$ cat src/rtl/ow_pkg.sv
// shared types, phase codes and command codes for the one-wire bus master
package ow_pkg;

    localparam int unsigned TIMER_W = 10;
    localparam int unsigned PULSE_W = 6;
    localparam int unsigned BYTE_W  = 8;
    localparam int unsigned BIT_W   = 3;
    localparam int unsigned PHASE_W = 4;
    localparam int unsigned CMD_W   = 2;
    localparam int unsigned CFGI_W  = 4;

    // command codes
    localparam logic [CMD_W-1:0] CMD_TICK  = 2'd0;
    localparam logic [CMD_W-1:0] CMD_RESET = 2'd1;
    localparam logic [CMD_W-1:0] CMD_WRITE = 2'd2;
    localparam logic [CMD_W-1:0] CMD_READ  = 2'd3;

    // configuration register indexes
    localparam logic [CFGI_W-1:0] CFG_RESET_LOW     = 4'd0;
    localparam logic [CFGI_W-1:0] CFG_RESET_RELEASE = 4'd1;
    localparam logic [CFGI_W-1:0] CFG_RESET_SETTLE  = 4'd2;
    localparam logic [CFGI_W-1:0] CFG_START_PULSE   = 4'd3;
    localparam logic [CFGI_W-1:0] CFG_READ_SAMPLE   = 4'd4;
    localparam logic [CFGI_W-1:0] CFG_READ_RECOVER  = 4'd5;
    localparam logic [CFGI_W-1:0] CFG_WRITE_LEAD    = 4'd6;
    localparam logic [CFGI_W-1:0] CFG_WRITE_HOLD    = 4'd7;

    // sequencer phases
    localparam logic [PHASE_W-1:0] PH_IDLE       = 4'd0;
    localparam logic [PHASE_W-1:0] PH_RST_LOW    = 4'd1;
    localparam logic [PHASE_W-1:0] PH_RST_REL    = 4'd2;
    localparam logic [PHASE_W-1:0] PH_RST_SETTLE = 4'd3;
    localparam logic [PHASE_W-1:0] PH_RST_WAIT   = 4'd4;
    localparam logic [PHASE_W-1:0] PH_WR_LEAD    = 4'd5;
    localparam logic [PHASE_W-1:0] PH_WR_PULSE   = 4'd6;
    localparam logic [PHASE_W-1:0] PH_WR_HOLD    = 4'd7;
    localparam logic [PHASE_W-1:0] PH_RD_PULSE   = 4'd8;
    localparam logic [PHASE_W-1:0] PH_RD_SAMPLE  = 4'd9;
    localparam logic [PHASE_W-1:0] PH_RD_CAPTURE = 4'd10;
    localparam logic [PHASE_W-1:0] PH_RD_RECOVER = 4'd11;

    typedef struct packed {
        logic [TIMER_W-1:0] reset_low_ticks;
        logic [TIMER_W-1:0] reset_release_ticks;
        logic [TIMER_W-1:0] reset_settle_ticks;
        logic [PULSE_W-1:0] start_pulse_ticks;
        logic [TIMER_W-1:0] read_sample_ticks;
        logic [TIMER_W-1:0] read_recover_ticks;
        logic [TIMER_W-1:0] write_lead_ticks;
        logic [TIMER_W-1:0] write_hold_ticks;
    } t_cfg;

    typedef struct packed {
        logic [CMD_W-1:0]  command;
        logic [BYTE_W-1:0] write_data;
        logic              line_in;
    } t_item;

    typedef struct packed {
        logic              drive_low;
        logic              busy_res;
        logic              done_res;
        logic [BYTE_W-1:0] read_data;
        logic              ignored;
    } t_res;

endpackage

$ cat src/rtl/ow_if.sv
// word channels of the one-wire bus master: command, result and configuration
interface ow_cmd_if import ow_pkg::*; ();
    logic              valid;
    logic              ready;
    logic [CMD_W-1:0]  command;
    logic [BYTE_W-1:0] write_data;
    logic              line_in;
    modport source (output valid, command, write_data, line_in, input ready);
    modport sink (input valid, command, write_data, line_in, output ready);
endinterface

interface ow_res_if import ow_pkg::*; ();
    logic              valid;
    logic              ready;
    logic              drive_low;
    logic              busy_res;
    logic              done_res;
    logic [BYTE_W-1:0] read_data;
    logic              ignored;
    modport source (output valid, drive_low, busy_res, done_res, read_data, ignored,
                    input ready);
    modport sink (input valid, drive_low, busy_res, done_res, read_data, ignored,
                  output ready);
endinterface

interface ow_cfg_if import ow_pkg::*; ();
    logic               valid;
    logic               ready;
    logic [CFGI_W-1:0]  index;
    logic [TIMER_W-1:0] data;
    modport source (output valid, index, data, input ready);
    modport sink (input valid, index, data, output ready);
endinterface

$ cat src/rtl/one_wire_master.sv
// top level of the one-wire bus master: word pipeline around the phase sequencer
// a command word is registered in the input register, then stepped into the result register
// throughput: one word per cycle while the result side is not stalled; the sequencer state updates once per word
// the result register frees itself while the next word is registered; a result stall holds both
// reset (synchronous, active low): phase idle, counters and bytes cleared, timings to defaults
// configuration writes take effect on the next word and are always accepted
module one_wire_master import ow_pkg::*; (
    input  logic      i_clk,
    input  logic      i_rst_n,
    ow_cmd_if.sink    i_cmd,
    ow_res_if.source  o_res,
    ow_cfg_if.sink    i_cfg
);

    // input register stage
    logic  r_in_valid;
    t_item r_in;

    // result register stage
    logic  r_out_valid;
    t_res  r_out;

    t_cfg  cfg;
    t_res  seq_res;
    logic  step;

    // a word moves into the result register when it is empty or being drained
    assign step        = r_in_valid && (!r_out_valid || o_res.ready);
    assign i_cmd.ready = !r_in_valid || step;

    ow_cfg_regs u_cfg (
        .i_clk   (i_clk),
        .i_rst_n (i_rst_n),
        .i_cfg   (i_cfg),
        .o_cfg   (cfg)
    );

    ow_seq u_seq (
        .i_clk   (i_clk),
        .i_rst_n (i_rst_n),
        .i_step  (step),
        .i_item  (r_in),
        .i_cfg   (cfg),
        .o_res   (seq_res)
    );

    // input register: valid flag is control, payload is loaded on accept
    always_ff @(posedge i_clk) begin
        if (!i_rst_n) begin
            r_in_valid <= 1'b0;
        end else if (i_cmd.valid && i_cmd.ready) begin
            r_in_valid <= 1'b1;
        end else if (step) begin
            r_in_valid <= 1'b0;
        end
    end

    always_ff @(posedge i_clk) begin
        if (i_cmd.valid && i_cmd.ready) begin
            r_in.command    <= i_cmd.command;
            r_in.write_data <= i_cmd.write_data;
            r_in.line_in    <= i_cmd.line_in;
        end
    end

    // result register
    always_ff @(posedge i_clk) begin
        if (!i_rst_n) begin
            r_out_valid <= 1'b0;
        end else if (step) begin
            r_out_valid <= 1'b1;
        end else if (o_res.ready) begin
            r_out_valid <= 1'b0;
        end
    end

    always_ff @(posedge i_clk) begin
        if (step) begin
            r_out <= seq_res;
        end
    end

    assign o_res.valid     = r_out_valid;
    assign o_res.drive_low = r_out.drive_low;
    assign o_res.busy_res  = r_out.busy_res;
    assign o_res.done_res  = r_out.done_res;
    assign o_res.read_data = r_out.read_data;
    assign o_res.ignored   = r_out.ignored;

endmodule

$ cat src/rtl/ow_cfg_regs.sv
// timing configuration registers of the one-wire bus master
module ow_cfg_regs import ow_pkg::*; (
    input  logic     i_clk,
    input  logic     i_rst_n,
    ow_cfg_if.sink   i_cfg,
    output t_cfg     o_cfg
);

    t_cfg r_cfg;

    assign i_cfg.ready = 1'b1;
    assign o_cfg       = r_cfg;

    always_ff @(posedge i_clk) begin
        if (!i_rst_n) begin
            r_cfg.reset_low_ticks     <= 10'd450;
            r_cfg.reset_release_ticks <= 10'd60;
            r_cfg.reset_settle_ticks  <= 10'd10;
            r_cfg.start_pulse_ticks   <= 6'd1;
            r_cfg.read_sample_ticks   <= 10'd8;
            r_cfg.read_recover_ticks  <= 10'd60;
            r_cfg.write_lead_ticks    <= 10'd16;
            r_cfg.write_hold_ticks    <= 10'd40;
        end else if (i_cfg.valid) begin
            case (i_cfg.index)
                CFG_RESET_LOW:     r_cfg.reset_low_ticks     <= i_cfg.data;
                CFG_RESET_RELEASE: r_cfg.reset_release_ticks <= i_cfg.data;
                CFG_RESET_SETTLE:  r_cfg.reset_settle_ticks  <= i_cfg.data;
                CFG_START_PULSE:   r_cfg.start_pulse_ticks   <= i_cfg.data[PULSE_W-1:0];
                CFG_READ_SAMPLE:   r_cfg.read_sample_ticks   <= i_cfg.data;
                CFG_READ_RECOVER:  r_cfg.read_recover_ticks  <= i_cfg.data;
                CFG_WRITE_LEAD:    r_cfg.write_lead_ticks    <= i_cfg.data;
                CFG_WRITE_HOLD:    r_cfg.write_hold_ticks    <= i_cfg.data;
                default: ;
            endcase
        end
    end

endmodule

$ cat src/rtl/ow_seq.sv
// bus phase sequencer: one tick or command per step
module ow_seq import ow_pkg::*; (
    input  logic  i_clk,
    input  logic  i_rst_n,
    input  logic  i_step,
    input  t_item i_item,
    input  t_cfg  i_cfg,
    output t_res  o_res
);

    logic [PHASE_W-1:0] r_phase, n_phase;
    logic [TIMER_W-1:0] r_timer, n_timer;
    logic [BIT_W-1:0]   r_bit, n_bit;
    logic [BYTE_W-1:0]  r_shift, n_shift;
    logic [BYTE_W-1:0]  r_last, n_last;

    logic [PHASE_W-1:0] cur;
    logic [TIMER_W-1:0] tick;
    logic [TIMER_W-1:0] len;
    logic [BIT_W-1:0]   bit_nx;
    logic [BYTE_W-1:0]  cap;
    logic               end_now;
    logic               ign;
    logic               drive;
    logic               fin;

    function automatic logic [TIMER_W-1:0] at_least_one(input logic [TIMER_W-1:0] v);
        return (v == '0) ? TIMER_W'(1) : v;
    endfunction

    function automatic logic [TIMER_W-1:0] phase_len(input logic [PHASE_W-1:0] p,
                                                     input t_cfg c);
        logic [TIMER_W-1:0] pulse;
        pulse = at_least_one(TIMER_W'(c.start_pulse_ticks));
        case (p)
            PH_RST_LOW:    return at_least_one(c.reset_low_ticks);
            PH_RST_REL:    return c.reset_release_ticks;
            PH_RST_SETTLE: return c.reset_settle_ticks;
            PH_WR_LEAD:    return c.write_lead_ticks;
            PH_WR_PULSE:   return pulse;
            PH_WR_HOLD:    return at_least_one(c.write_hold_ticks);
            PH_RD_PULSE:   return pulse;
            PH_RD_SAMPLE:  return c.read_sample_ticks;
            PH_RD_RECOVER: return c.read_recover_ticks;
            default:       return TIMER_W'(1);
        endcase
    endfunction

    always_comb begin
        n_phase = r_phase;
        n_timer = r_timer;
        n_bit   = r_bit;
        n_shift = r_shift;
        n_last  = r_last;
        ign     = 1'b0;
        drive   = 1'b0;
        fin     = 1'b0;
        end_now = 1'b0;

        // start command
        if (i_item.command != CMD_TICK) begin
            if (r_phase != PH_IDLE) begin
                ign = 1'b1;
            end else begin
                n_bit   = '0;
                n_timer = '0;
                case (i_item.command)
                    CMD_RESET: begin
                        n_phase = PH_RST_LOW;
                    end
                    CMD_WRITE: begin
                        n_shift = i_item.write_data;
                        n_phase = (i_cfg.write_lead_ticks == '0) ? PH_WR_PULSE : PH_WR_LEAD;
                    end
                    default: begin
                        n_shift = '0;
                        n_phase = PH_RD_PULSE;
                    end
                endcase
            end
        end

        cur    = n_phase;
        len    = phase_len(cur, i_cfg);
        tick   = n_timer + TIMER_W'(1);
        bit_nx = n_bit + BIT_W'(1);
        cap    = {i_item.line_in, n_shift[BYTE_W-1:1]};

        // spend this tick in the current phase
        if (cur != PH_IDLE) begin
            case (cur)
                PH_RST_LOW, PH_WR_PULSE, PH_RD_PULSE: drive = 1'b1;
                PH_WR_HOLD: drive = ~n_shift[0];
                default: drive = 1'b0;
            endcase
            if (cur == PH_RST_WAIT) begin
                end_now = i_item.line_in;
            end else if (tick >= len) begin
                end_now = 1'b1;
            end else begin
                n_timer = tick;
            end
        end

        // phase end action, skipping empty phases
        if (end_now) begin
            n_timer = '0;
            case (cur)
                PH_RST_LOW: begin
                    if (i_cfg.reset_release_ticks != '0) n_phase = PH_RST_REL;
                    else if (i_cfg.reset_settle_ticks != '0) n_phase = PH_RST_SETTLE;
                    else n_phase = PH_RST_WAIT;
                end
                PH_RST_REL: begin
                    n_phase = (i_cfg.reset_settle_ticks != '0) ? PH_RST_SETTLE : PH_RST_WAIT;
                end
                PH_RST_SETTLE: n_phase = PH_RST_WAIT;
                PH_RST_WAIT: begin
                    fin     = 1'b1;
                    n_phase = PH_IDLE;
                end
                PH_WR_LEAD:  n_phase = PH_WR_PULSE;
                PH_WR_PULSE: n_phase = PH_WR_HOLD;
                PH_WR_HOLD: begin
                    n_shift = {1'b0, n_shift[BYTE_W-1:1]};
                    n_bit   = bit_nx;
                    if (bit_nx == '0) begin
                        fin     = 1'b1;
                        n_phase = PH_IDLE;
                    end else begin
                        n_phase = PH_WR_PULSE;
                    end
                end
                PH_RD_PULSE: begin
                    n_phase = (i_cfg.read_sample_ticks != '0) ? PH_RD_SAMPLE : PH_RD_CAPTURE;
                end
                PH_RD_SAMPLE: n_phase = PH_RD_CAPTURE;
                PH_RD_CAPTURE: begin
                    n_shift = cap;
                    if (i_cfg.read_recover_ticks != '0) begin
                        n_phase = PH_RD_RECOVER;
                    end else begin
                        // empty recovery: finish the bit straight away
                        n_bit = bit_nx;
                        if (bit_nx == '0) begin
                            n_last  = cap;
                            fin     = 1'b1;
                            n_phase = PH_IDLE;
                        end else begin
                            n_phase = PH_RD_PULSE;
                        end
                    end
                end
                PH_RD_RECOVER: begin
                    n_bit = bit_nx;
                    if (bit_nx == '0) begin
                        n_last  = n_shift;
                        fin     = 1'b1;
                        n_phase = PH_IDLE;
                    end else begin
                        n_phase = PH_RD_PULSE;
                    end
                end
                default: n_phase = PH_IDLE;
            endcase
        end
    end

    assign o_res.drive_low = drive;
    assign o_res.busy_res  = (n_phase != PH_IDLE);
    assign o_res.done_res  = fin;
    assign o_res.read_data = n_last;
    assign o_res.ignored   = ign;

    always_ff @(posedge i_clk) begin
        if (!i_rst_n) begin
            r_phase <= PH_IDLE;
            r_timer <= '0;
            r_bit   <= '0;
            r_shift <= '0;
            r_last  <= '0;
        end else if (i_step) begin
            r_phase <= n_phase;
            r_timer <= n_timer;
            r_bit   <= n_bit;
            r_shift <= n_shift;
            r_last  <= n_last;
        end
    end

`ifndef SYNTH
    a_done_idle: assert property (@(posedge i_clk) disable iff (!i_rst_n)
        i_step && o_res.done_res |=> r_phase == PH_IDLE)
        else $error("phase not idle after finishing step");
    a_ign_busy: assert property (@(posedge i_clk) disable iff (!i_rst_n)
        i_step && o_res.ignored |-> r_phase != PH_IDLE)
        else $error("command flagged while idle");
    a_idle_timer: assert property (@(posedge i_clk) disable iff (!i_rst_n)
        r_phase == PH_IDLE |-> r_timer == '0)
        else $error("phase timer not cleared in idle");
`endif

endmodule
$ cat src/flat_wrapper.sv
// flat-port wrapper written by rule: the top's interface ports become plain ports
module one_wire_master_flat import ow_pkg::*;
  (i_clk, i_rst_n, i_cmd_valid, i_cmd_command, i_cmd_write_data, i_cmd_line_in, i_cmd_ready, o_res_valid, o_res_drive_low, o_res_busy_res, o_res_done_res, o_res_read_data, o_res_ignored, o_res_ready, i_cfg_valid, i_cfg_index, i_cfg_data, i_cfg_ready);
  ow_cmd_if i_cmd_i ();
  ow_res_if o_res_i ();
  ow_cfg_if i_cfg_i ();
  input  logic i_clk;
  input  logic i_rst_n;
  input wire logic [$bits(i_cmd_i.valid)-1:0] i_cmd_valid;
  input wire logic [$bits(i_cmd_i.command)-1:0] i_cmd_command;
  input wire logic [$bits(i_cmd_i.write_data)-1:0] i_cmd_write_data;
  input wire logic [$bits(i_cmd_i.line_in)-1:0] i_cmd_line_in;
  output wire logic [$bits(i_cmd_i.ready)-1:0] i_cmd_ready;
  output wire logic [$bits(o_res_i.valid)-1:0] o_res_valid;
  output wire logic [$bits(o_res_i.drive_low)-1:0] o_res_drive_low;
  output wire logic [$bits(o_res_i.busy_res)-1:0] o_res_busy_res;
  output wire logic [$bits(o_res_i.done_res)-1:0] o_res_done_res;
  output wire logic [$bits(o_res_i.read_data)-1:0] o_res_read_data;
  output wire logic [$bits(o_res_i.ignored)-1:0] o_res_ignored;
  input wire logic [$bits(o_res_i.ready)-1:0] o_res_ready;
  input wire logic [$bits(i_cfg_i.valid)-1:0] i_cfg_valid;
  input wire logic [$bits(i_cfg_i.index)-1:0] i_cfg_index;
  input wire logic [$bits(i_cfg_i.data)-1:0] i_cfg_data;
  output wire logic [$bits(i_cfg_i.ready)-1:0] i_cfg_ready;
  assign i_cmd_i.valid = i_cmd_valid;
  assign i_cmd_i.command = i_cmd_command;
  assign i_cmd_i.write_data = i_cmd_write_data;
  assign i_cmd_i.line_in = i_cmd_line_in;
  assign i_cmd_ready = i_cmd_i.ready;
  assign o_res_valid = o_res_i.valid;
  assign o_res_drive_low = o_res_i.drive_low;
  assign o_res_busy_res = o_res_i.busy_res;
  assign o_res_done_res = o_res_i.done_res;
  assign o_res_read_data = o_res_i.read_data;
  assign o_res_ignored = o_res_i.ignored;
  assign o_res_i.ready = o_res_ready;
  assign i_cfg_i.valid = i_cfg_valid;
  assign i_cfg_i.index = i_cfg_index;
  assign i_cfg_i.data = i_cfg_data;
  assign i_cfg_ready = i_cfg_i.ready;
  one_wire_master u_core (.i_clk(i_clk), .i_rst_n(i_rst_n), .i_cmd(i_cmd_i), .o_res(o_res_i), .i_cfg(i_cfg_i));
endmodule
$ cat config.mk
export PLATFORM = sky130hd
export DESIGN_NAME = one_wire_master_flat
export DESIGN_NICKNAME = d
export VERILOG_FILES = /design/src/rtl/ow_pkg.sv /design/src/rtl/ow_if.sv /design/src/rtl/one_wire_master.sv /design/src/rtl/ow_cfg_regs.sv /design/src/rtl/ow_seq.sv /design/src/flat_wrapper.sv
export SDC_FILE = /design/constraint.sdc
export NUM_CORES = 1
export LEC_CHECK = 0
export ABC_CLOCK_PERIOD_IN_PS = 6300
export BUFFER_PORTS_ARGS = -buffer_cell sky130_fd_sc_hd__buf_2
export CAP_MARGIN = 20
export CORE_UTILIZATION = 55
export DETAILED_ROUTE_END_ITERATION = 12
export PLACE_DENSITY = 0.73
export SLEW_MARGIN = 20
export SYNTH_ARGS = -nofsm -noshare
export SYNTH_HDL_FRONTEND = slang
export SYNTH_SLANG_ARGS = --single-unit
$ cat constraint.sdc
create_clock -name i_clk -period 6.3 [get_ports i_clk]
set_clock_uncertainty 0.05 [all_clocks]
set_input_delay 0 -clock i_clk [delete_from_list [all_inputs] [get_ports i_clk]]
set_output_delay 0 -clock i_clk [all_outputs]
set_load 0.1 [all_outputs]
======== Yosys cells after proc, flatten, opt, wreduce, memory -nomap -nowiden ========
Cells that the tools add are included.
storage, ports and cells
  flip-flop bits (word level) ............. 134
  input port bits ......................... 30
  output and inout bits ................... 15
operators by class
  $add $sub $neg .......................... 2
  order comparisons ....................... 1
  eq/ne operators ......................... 20
  multiplexer cells ....................... 49
  bitwise operators ....................... 1
  reductions and logical operators ........ 33
operator list
  operator               number
  $mux 10                8
  $pmux 10 s8            1
  $mux 8                 7
  $pmux 8 s2             3
  $pmux 4 s10            1
  $reduce_bool 10->1     4
  $eq 4x3->1 const B     8
  $logic_not 10->1       3
  $mux 3                 7
  $mux 4                 5
  $eq 4x2->1 const B     4
  $eq 4x4->1 const B     4
  $reduce_and 2->1       8
  $reduce_bool 4->1      3
  $add 10x1->10 const B  1
  $ge 10x10->1           1
  $mux 1                 10
  $eq 4x1->1 const B     2
  $pmux 4 s2             1
  $logic_not 6->1        1
  $mux 6                 1
  $pmux 3 s2             1
  $reduce_bool 2->1      3
  $logic_not 4->1        1
  other kinds (13)       18

======== Depth between registers and ports, before layout ========
Gate-level depths: netlist (run 1).
  depth in word-level cells ............... 14
  depth in mapped cells ................... 20
  gate-level depth less buffers ........... 17

======== Hierarchy ========
Synthesis (run 1) repeated with hierarchy kept, for this count alone.
second synthesis, totals
  cells, all modules ...................... 777
  area total of the unflattened synthesis .. 7211.9 um^2
modules (own cells, without submodules)
  module           instances  cells each  area each (um^2)
  ow_seq           1          453         3459.6
  ow_cfg_regs      1          292         2957.8
  one_wire_master  1          32          794.5

======== Least setup slack after synthesis (run 1) ========
OpenSTA, ideal clock, no wires.
  path kind ............................... register -> register
  start ................................... reg u_core.r_in[9] in the netlist's numbering
  end ..................................... reg u_core.u_seq.r_timer[3]
  setup time .............................. 0.086 ns
  data arrival time ....................... 4.352 ns
  required time ........................... 6.164 ns
  setup slack ............................. 1.812 ns
  stages on the path, launching flop included .. 20
  cells stage by stage .................... edfxtp_1 -> inv_1 -> ha_1 -> or3_4 -> nor4_4 -> a21o_2 -> buf_4 -> buf_2 -> nand2_1 -> a21oi_1 -> a221oi_1 -> and3_1 -> ha_1 -> a211o_1 -> a21oi_1 -> o21ai_0 -> a221oi_4 -> nand2_2 -> or4_1 -> a211oi_1
between the ends
  word-level cells in the longest chain between the ends .. 12
  elaborated cells between the ends (all ways) .. 29
  classes of those cells .................. 1 x add/sub; 1 x order compare; 12 x eq/ne; 12 x mux; 3 x reduce/logical
RTL lines
  what                                             RTL line               RTL
  from (decl)                                      one_wire_master.sv:17  t_item r_in;
  $eq 2x2->1 / $eq 2x1->1 (equally long branches)  ow_seq.sv:67           case (i_item.command)
  $pmux 4 s2                                       ow_seq.sv:67
  $mux 4                                           ow_seq.sv:62           if (r_phase != PH_IDLE) begin
  $mux 4                                           ow_seq.sv:61           if (i_item.command != CMD_TICK) begin
  $eq 4x4->1 / $eq 4x3->1 (equally long branches)  ow_seq.sv:35           case (p)
  $reduce_or 2->1 (no source line)                 n/a
  $pmux 10 s8                                      ow_seq.sv:35
  $ge 10x10->1                                     ow_seq.sv:98           end else if (tick >= len) begin
  $mux 10 / $mux 1 (equally long branches)         ow_seq.sv:98
  $mux 10 / $mux 1 (equally long branches)         ow_seq.sv:96           if (cur == PH_RST_WAIT) begin
  $mux 10 / $mux 1 (equally long branches)         ow_seq.sv:90           if (cur != PH_IDLE) begin
  $mux 10 *                                        ow_seq.sv:106          if (end_now) begin
  to (signal assigned)                             ow_seq.sv:184          r_timer <= n_timer;
  to (decl)                                        ow_seq.sv:12           logic [TIMER_W-1:0] r_timer, n_timer;
Mark *: on every way between the ends. The rest lies on a longest branch, timed or not.
A chain may end at the register's enable or synchronous reset.

======== Worst setup path after layout (run 1) ========
Ends and elaborated chain as after synthesis.

==> results.txt, run 1 <==
cell mode on critical path -> ha_1
Final Setup Violations -> 0
#FFs+latches synth -> 134
final hold viol count -> 9
clock slew at reported path FFs -> 0.06 ns
Post-Route WL -> 21.00 mm
fraction of registers with async set/reset -> 0%
global-route wire length before repair -> 32.70 mm
Arr. time, crit path -> 5.91 ns
Cell Area, Synth -> 7148 um2
pwr dens -> 276.7 nW/um2
Tightest Pin Transition -> 1.123 ns
global route overflow -> 0
crit end category -> flop
R2R Setup Slk -> 0.67 ns
# rows -> 41
hold path cells -> 4
final non-filler cell total -> 1034
Worst Reg-to-Reg Cells -> 16
number of synthesized flops with an enable pin -> 23
critical path class -> reg2reg
max-cap violations -> 0
all-layer global routing usage -> 32.38%
input/output buffers -> 43
crit path launch type -> flop
initial core utilization -> 56.41%
share of Yosys cell area claimed by the top area cell type -> 31.09%
fin crit share -> 89.33%
# resized after CTS -> 0
Sink Count -> 134
Top Ports -> 45
cell taking the most area after synthesis -> dfxtp_1
Die Width -> 116 um
Post-Place Cells -> 978
Hold Buf Count CTS -> 24
detailed router's first-iteration violation count -> 648
Die H -> 116 um
CTS root buf -> clkbuf_16
ys flop type -> dfxtp_1
number of slew-limit violations in the final report -> 0
CP max FO -> 27
layout cells sized above 1 -> 13.34%
Num CTS Buffers -> 17
R2R Path End -> u_core.u_seq.r_timer[3]$_SDFFE_PN0P_
Max VDD drop -> 249.4 uV
synth cell count leaders -> 118 x nand2_1, 111 x dfxtp_1, 89 x nor2_1, 62 x mux2i_1, 47 x a21oi_1
CTS tree -> built
slowest cell delay on critical path -> 0.87 ns
post-CTS setup buffer count -> 0
Area after DPL -> 7365 um2
area grow syn2layout -> 14.65%
Net Count, Synth -> 857
Hold WC Path Type -> in2reg
Final Instance Area -> 8195 um2
worst-case clock buffer depth -> 2
worst hold start -> i_cfg_index[1]
CP cell instances -> inv_1 > ha_1 > or3_4 > nor4_4 > a21oi_4 > nor3_1 > nand2_1 > and3_1 > ha_1 > a211o_1 > a21oi_1 > o21ai_0 > a221oi_4 > nand2_2 > or4_1 > a211oi_1
vias -> 6534
H-tree depth -> 4
crit path max-delay cell type -> nor3_1
failing checks -> negative hold slack
Mapped Avg Cell Area -> 8.814 um2
drt pass-1 iters -> 5
largest net degree at the start of global routing -> 71
setup tns final -> 0 ns
DR vias/cell -> 6.319
Post-Syn Instances -> 811
antenna violations before repair -> 0
Max Clock Freq -> 0.1777 GHz
count leader, synth -> nand2_1
R2R Path Start -> u_core.r_in[9]$_DFFE_PP_
Netlist cell types -> 76
Total Nets Final -> 896
Min Clock Period, post-route -> 5.628 ns
full die area -> 13460 um2
gpl congestion -> 0.9273
Core Box Area -> 12670 um2
RSZ-0062 raised after global routing -> false
worst-skew pair later-pin latency -> 0.43 ns
Area contributors post-synth -> dfxtp_1 31%, edfxtp_1 9.7%, mux2i_1 8.7%
sequential fraction of the synthesis area -> 40.75%
final hold slack -> -0.01469 ns
CP required -> 6.58 ns
status -> finished with violations
worst hold endpoint -> u_core.u_cfg.o_cfg[32]$_SDFFE_PN0P_
DRC viols -> 0
DRT antenna net count -> 0
number of global-route vias before repair -> 6036
ANT cells -> 0
relative max-transition margin -> 24.79%
mean routed wirelength per cell -> 20.31 um
fillcell total -> 1077
dpl hpwl -> 14.47 mm
Synth Warn # -> 0
Pleak -> 3.097 nW
-- power by group --
part | leakage (nW) | switching (W) | internal (W)
sequential | 1.11 | 0.0000176 | 0.000894
clock | 0.282 | 0.000391 | 0.000567
combinational | 1.70 | 0.000286 | 0.000112
total | 3.10 | 0.000695 | 0.00157
-- final cells by class --
class	count	area [um2]	area share, %
clock buffers	18	450.4	5.496
clock inverters	13	121.4	1.481
inverters	21	78.83	0.9618
multi-input cells	604	3924	47.88
flip-flops and latches	134	2913	35.54
well taps	172	215.2	2.626
repair buffers	72	493.0	6.015
-- cell families after synthesis --
group,synth area share [%]
muxes,8.997
DFF,40.75
other,0.05246
AOI/OAI and AO/OA,18.82
and+or+nand+nor,23.07
buffers and inverters,4.656
xor gates and xnor gates,0.8577
adders and majority gates,2.801
-- per-layer routing --
layer | global-route usage, % | part of all wire, % | wire, um | up-vias
met1 | 41.71 | 44 | 9145 | 3120
met3 | 6.695 | 5.8 | 1224 | 49
li1 | - | - | - | 3053
met2 | 52.66 | 48 | 10020 | 312
met4 | 13.85 | 2.9 | 615 | 0
met5 | 0 | 0 | 0 | -
-- critical path, delay by kind of cell (launching register included) --
family                     cells  cell delay, ns
and+or+nand+nor                7            2.78
AOI/OAI and AO/OA              6            1.73
adders and majority gates      2            0.52
DFF                            1            0.38
buffers and inverters          1            0.08
-- per-stage QoR --
stage / power (W) / worst slack (ns) / utilization, %
2_1_floorplan: 0.001222 / 1.812 / -
3_3_place_gp: 0.001299 / 1.070 / 58.12
3_5_place_dp: 0.001305 / 0.8514 / 58.12
4_1_cts: 0.002268 / 0.7940 / 64.53
5_1_grt: 0.002342 / 0.4475 / 64.68
6_report: 0.002267 / 0.6721 / 64.68
-- sequential cells by signal (all words and copies together) (netlist names), 3 cells and up --
| name | count |
|---|---|
| u_core.u_seq.r_shift | 8 |
| u_core.u_seq.r_last | 8 |
| u_core.u_seq.r_timer | 10 |
| u_core.r_in | 11 |
| u_core.o_res.read_data | 8 |
| u_core.u_seq.r_phase | 4 |
| u_core.u_cfg.o_cfg | 76 |
| u_core.u_seq.r_bit | 3 |
-- cells in the final DEF, fill, tap and decap left out, drive strengths merged, types with 3 or more instances in the layout --
cell type,instances
nand3,34
o2bb2ai,3
nand2,120
nor2,91
and3,7
edfxtp,23
o31ai,4
dlygate4sd3,24
nand4,16
a22o,12
a221oi,5
and2,7
a31oi,15
a21o,4
a211o,4
nor3b,3
dfxtp,111
o311ai,6
buf,48
inv,24
or4,12
a22oi,21
a211oi,7
o211ai,4
a21oi,49
nand3b,3
o21ai,24
xnor2,4
a221o,8
nor4,13
ha,16
xor2,3
o22ai,5
nor3,12
clkbuf,18
nand2b,4
or3,3
nor2b,3
clkinv,8
mux2i,62
-- worst max-delay path by stage --
stage / from / endpoint / slack [ns]
6_report: u_core.r_in[9]$_DFFE_PP_ / u_core.u_seq.r_timer[3]$_SDFFE_PN0P_ / 0.67
5_1_grt: u_core.r_in[9]$_DFFE_PP_ / u_core.u_seq.r_timer[3]$_SDFFE_PN0P_ / 0.45
4_1_cts: u_core.r_in[9]$_DFFE_PP_ / u_core.u_seq.r_timer[3]$_SDFFE_PN0P_ / 0.79
3_5_place_dp: u_core.r_in[9]$_DFFE_PP_ / u_core.u_seq.r_timer[3]$_SDFFE_PN0P_ / 0.85
3_3_place_gp: u_core.r_in[9]$_DFFE_PP_ / u_core.u_seq.r_timer[3]$_SDFFE_PN0P_ / 1.07
2_1_floorplan: u_core.r_in[9]$_DFFE_PP_ / u_core.u_seq.r_timer[3]$_SDFFE_PN0P_ / 1.81
Power figures use the tool's default switching activity.
==> inputs of run 2 (changes only) <==
--- a/config.mk
+++ b/config.mk
@@ -5,6 +5,7 @@
 export SDC_FILE = /design/constraint.sdc
 export NUM_CORES = 1
 export LEC_CHECK = 0
+export ABC_AREA = 1
 export ABC_CLOCK_PERIOD_IN_PS = 6300
 export BUFFER_PORTS_ARGS = -buffer_cell sky130_fd_sc_hd__buf_2
 export CAP_MARGIN = 20
==> results.txt, run 2 <==
Num CTS Buffers -> 17 (unchanged)
final core utilization -> 65.57% (+0.89 points)
drt pass-1 iters -> 5 (unchanged)
Total Nets Final -> 1195 (+33%)
pwr dens -> 309.6 nW/um2 (+12%)
most common cell after layout, fill and taps aside -> nand2_1
antenna violations before repair -> 0 (unchanged)
all-layer global routing usage -> 30.40% (-2.0 points)
# resized after CTS -> 0 (unchanged)
dpl hpwl -> 14.51 mm (+0.29%)
sequential share of power -> 35.2% (-5.0 points)
post-CTS setup buffer count -> 0 (unchanged)
DRT antenna net count -> 0 (unchanged)
worst hold endpoint -> u_core.u_cfg.o_cfg[33]$_SDFFE_PN1P_
Worst Reg-to-Reg Cells -> 24 (+8)
full die area -> 14070 um2 (+4.6%)
Final Setup Violations -> 0 (unchanged)
Die Width -> 118.6 um (+2.3%)
CTS tree -> built
crit end category -> flop
Mapped Avg Cell Area -> 6.814 um2 (-23%)
most frequent cells in the layout -> 291 x nand2_1, 128 x inv_1, 113 x nor2_1
Post-Synth XOR/XNOR Area -> 0.4682% (-0.39 points)
ys flop type -> dfxtp_1
input/output buffers -> 43 (unchanged)
detailed router's first-iteration violation count -> 615 (-5.1%)
fin crit share -> 76.37% (-13 points)
synth cell count leaders -> 291 x nand2_1, 129 x inv_1, 113 x nor2_1, 111 x dfxtp_1, 85 x o21ai_0
mean routed wirelength per cell -> 15.42 um (-24%)
# rows -> 42 (+2.4%)
Switch Pwr -> 0.0008899 W (+28%)
largest net degree at the start of global routing -> 73 (+2.8%)
Cell Area, Synth -> 7482 um2 (+4.7%)
Hold WC Path Type -> in2reg
CTS root buf -> clkbuf_16
final hold viol count -> 0 (-9)
DRC viols -> 0 (unchanged)
#FFs+latches synth -> 134 (unchanged)
complex-gate fraction of the synthesized area -> 15.67% (-3.1 points)
Synth Warn # -> 0 (unchanged)
mux share of post-synthesis cell area -> 0% (-9.0 points)
Die H -> 118.6 um (+2.3%)
clock slew at reported path FFs -> 0.06 ns (about the same)
Post-Route WL -> 20.63 mm (-1.8%)
R2R Setup Slk -> 1.49 ns (+0.82 ns)
R2R Path End -> u_core.o_res.busy_res$_DFFE_PP_
vias -> 7452 (+14%)
CP required -> 6.42 ns (-0.16 ns)
number of global-route vias before repair -> 6693 (+11%)
max FFs per register -> 76 (unchanged)
area grow syn2layout -> 16.05%
relative max-transition margin -> 42.27% (+17 points)
Netlist cell types -> 44 (-42%)
count leader, synth -> nand2_1
worst-skew pair later-pin latency -> 0.42 ns (about the same)
Sink Count -> 134 (unchanged)
Max VDD drop -> 253.8 uV (+1.8%)
global-route wire length before repair -> 33.68 mm (+3.0%)
global route overflow -> 0 (unchanged)
CP max FO -> 16 (-41%)
Comb pwr share -> 24.0% (+6.5 points)
Post-Syn Instances -> 1098 (+35%)
adder-cell share of the synthesized area -> 2.676% (-0.13 points)
area share of and/or/nand/nor cells after synthesis -> 32.59% (+9.5 points)
Area contributors post-synth -> dfxtp_1 30%, nand2_1 15%, edfxtp_1 9.2%
cell taking the most area after synthesis -> dfxtp_1
DR vias/cell -> 5.570 (-12%)
Core Box Area -> 13240 um2 (+4.5%)
number of synthesized flops with an enable pin -> 23 (unchanged)
worst-case clock buffer depth -> 2 (unchanged)
hold path cells -> 5 (+1)
sw frac -> 33.10% (+2.5 points)
status -> complete, no violations
Area after DPL -> 7750 um2 (+5.2%)
Tightest Pin Transition -> 0.8627 ns (-0.2605 ns)
Arr. time, crit path -> 4.93 ns (-0.98 ns)
number of slew-limit violations in the final report -> 0 (unchanged)
Int Power -> 0.001798 W (+14%)
Max Clock Freq -> 0.2078 GHz (+17%)
Hold Buf Count CTS -> 28 (+17%)
Pleak -> 4.033 nW (+30%)
Top Ports -> 45 (unchanged)
critical path class -> reg2reg
R2R Path Start -> u_core.r_in[9]$_DFFE_PP_
crit path launch type -> flop
share of Yosys cell area claimed by the top area cell type -> 29.70% (-1.4 points)
setup tns final -> 0 ns (unchanged)
Net Count, Synth -> 1144 (+33%)
ANT cells -> 0 (unchanged)
RSZ-0062 raised after global routing -> false
H-tree depth -> 4 (unchanged)
clock share of power -> 40.8% (-1.5 points)
Min Clock Period, post-route -> 4.811 ns (-0.8166 ns)
fraction of registers with async set/reset -> 0% (unchanged)
worst hold start -> i_cfg_index[3]
initial core utilization -> 56.50% (+0.087 points)
gpl congestion -> 0.9236 (-0.40%)
largest family of logic cells by synthesized area -> simple AND/OR/NAND/NOR gates
Final Instance Area -> 8683 um2 (+6.0%)
max-cap violations -> 0 (unchanged)
layout cells sized above 1 -> 9.466% (-3.9 points)
sequential fraction of the synthesis area -> 38.93% (-1.8 points)
[run 2: cell count changes after synthesis, moves of 12 or more]
cell | before | now
a22oi_1 | 21 | 1
nand2_1 | 118 | 291
nand3_1 | 33 | 82
inv_1 | 19 | 129
o21ai_0 | 23 | 85
a31oi_1 | 15 | 0
mux2i_1 | 62 | 0
nor2_1 | 89 | 113
a21oi_1 | 47 | 83
or4_1 | 12 | 0
[run 2: worst max path at each step]
| stage | startpoint | endpoint | slack [ns] | cells after the start |
|---|---|---|---|---|
| 5_1_grt | u_core.r_in[9]$_DFFE_PP_ | u_core.o_res.busy_res$_DFFE_PP_ | 1.09 | 25 |
| 6_report | u_core.r_in[9]$_DFFE_PP_ | u_core.o_res.busy_res$_DFFE_PP_ | 1.49 | 24 |
| 3_3_place_gp | u_core.r_in[9]$_DFFE_PP_ | u_core.o_res.busy_res$_DFFE_PP_ | 1.66 | 25 |
| 2_1_floorplan | u_core.r_in[9]$_DFFE_PP_ | u_core.o_res.busy_res$_DFFE_PP_ | 2.56 | 26 |
| 4_1_cts | u_core.r_in[9]$_DFFE_PP_ | u_core.o_res.busy_res$_DFFE_PP_ | 1.55 | 24 |
| 3_5_place_dp | u_core.r_in[9]$_DFFE_PP_ | u_core.o_res.busy_res$_DFFE_PP_ | 1.55 | 24 |
[run 2: logic make-up (layout without fill, tap and decap cells)]
| family | Yosys count | after routing |
|---|---|---|
| AOI/OAI and AO/OA | 210 | 210 |
| xor gates and xnor gates | 4 | 4 |
| DFF | 134 | 134 |
| adders and majority gates | 16 | 16 |
| other | 1 | 1 |
| and+or+nand+nor | 551 | 551 |
| buffers and inverters | 182 | 246 |
[run 2: power groups by stage]
stage          Sequential [W]  Clock [W]  Combinational, W
3_3_place_gp         0.000962          0          0.000612
6_report             0.000946    0.00110          0.000645
4_1_cts              0.000945    0.00110          0.000634
3_5_place_dp         0.000963          0          0.000619
5_1_grt              0.000950    0.00114          0.000713
2_1_floorplan         0.00102          0          0.000439
[run 2: cell type report]
| cell class | count | area, um2 |
|---|---|---|
| sequential | 134 | 2913 |
| clock buffer | 18 | 429.2 |
| inverter | 139 | 521.8 |
| timing repair buffer | 75 | 525.5 |
| fill | 1207 | 4559 |
| clock inverter | 14 | 224.0 |
| tap | 176 | 220.2 |
| multi-input combinational | 782 | 3850 |
[run 2: critical path, stage by stage, from the launching register on]
cell	delay [ns]
edfxtp_1	0.38
inv_1	0.09
ha_1	0.37
nand4_1	0.20
inv_2	0.08
nand2_1	0.04
nand2_1	0.44
nand4_1	0.44
inv_1	0.28
nand2_1	0.07
o2111ai_1	0.12
nor3_1	0.08
ha_1	0.32
a21oi_1	0.16
o21ai_0	0.12
nand2_1	0.08
o2111ai_1	0.09
nor2_1	0.25
nand2_4	0.17
nand2_4	0.21
inv_2	0.17
nand2_1	0.12
nand2_1	0.06
nor2_1	0.10
nand2_1	0.06
[run 2: per-stage QoR]
step	hold slack, ns	total power, W	setup slack, ns	std cells
2_1_floorplan	0.04887	0.001461	2.562	1098
3_3_place_gp	0.1263	0.001575	1.664	1278
3_5_place_dp	0.1281	0.001583	1.549	1278
4_1_cts	0.01669	0.002683	1.552	1338
5_1_grt	0.07976	0.002807	1.088	1338
6_report	0.02390	0.002688	1.489	1338
[run 2: per-layer routing]
layer | wire [um] | global-route usage (%) | up-vias
li1 | - | - | 3713
met1 | 9702 | 42.59 | 3410
met2 | 9088 | 46.78 | 296
met3 | 1410 | 5.695 | 33
met4 | 430 | 10.36 | 0
met5 | 0 | 0 | -
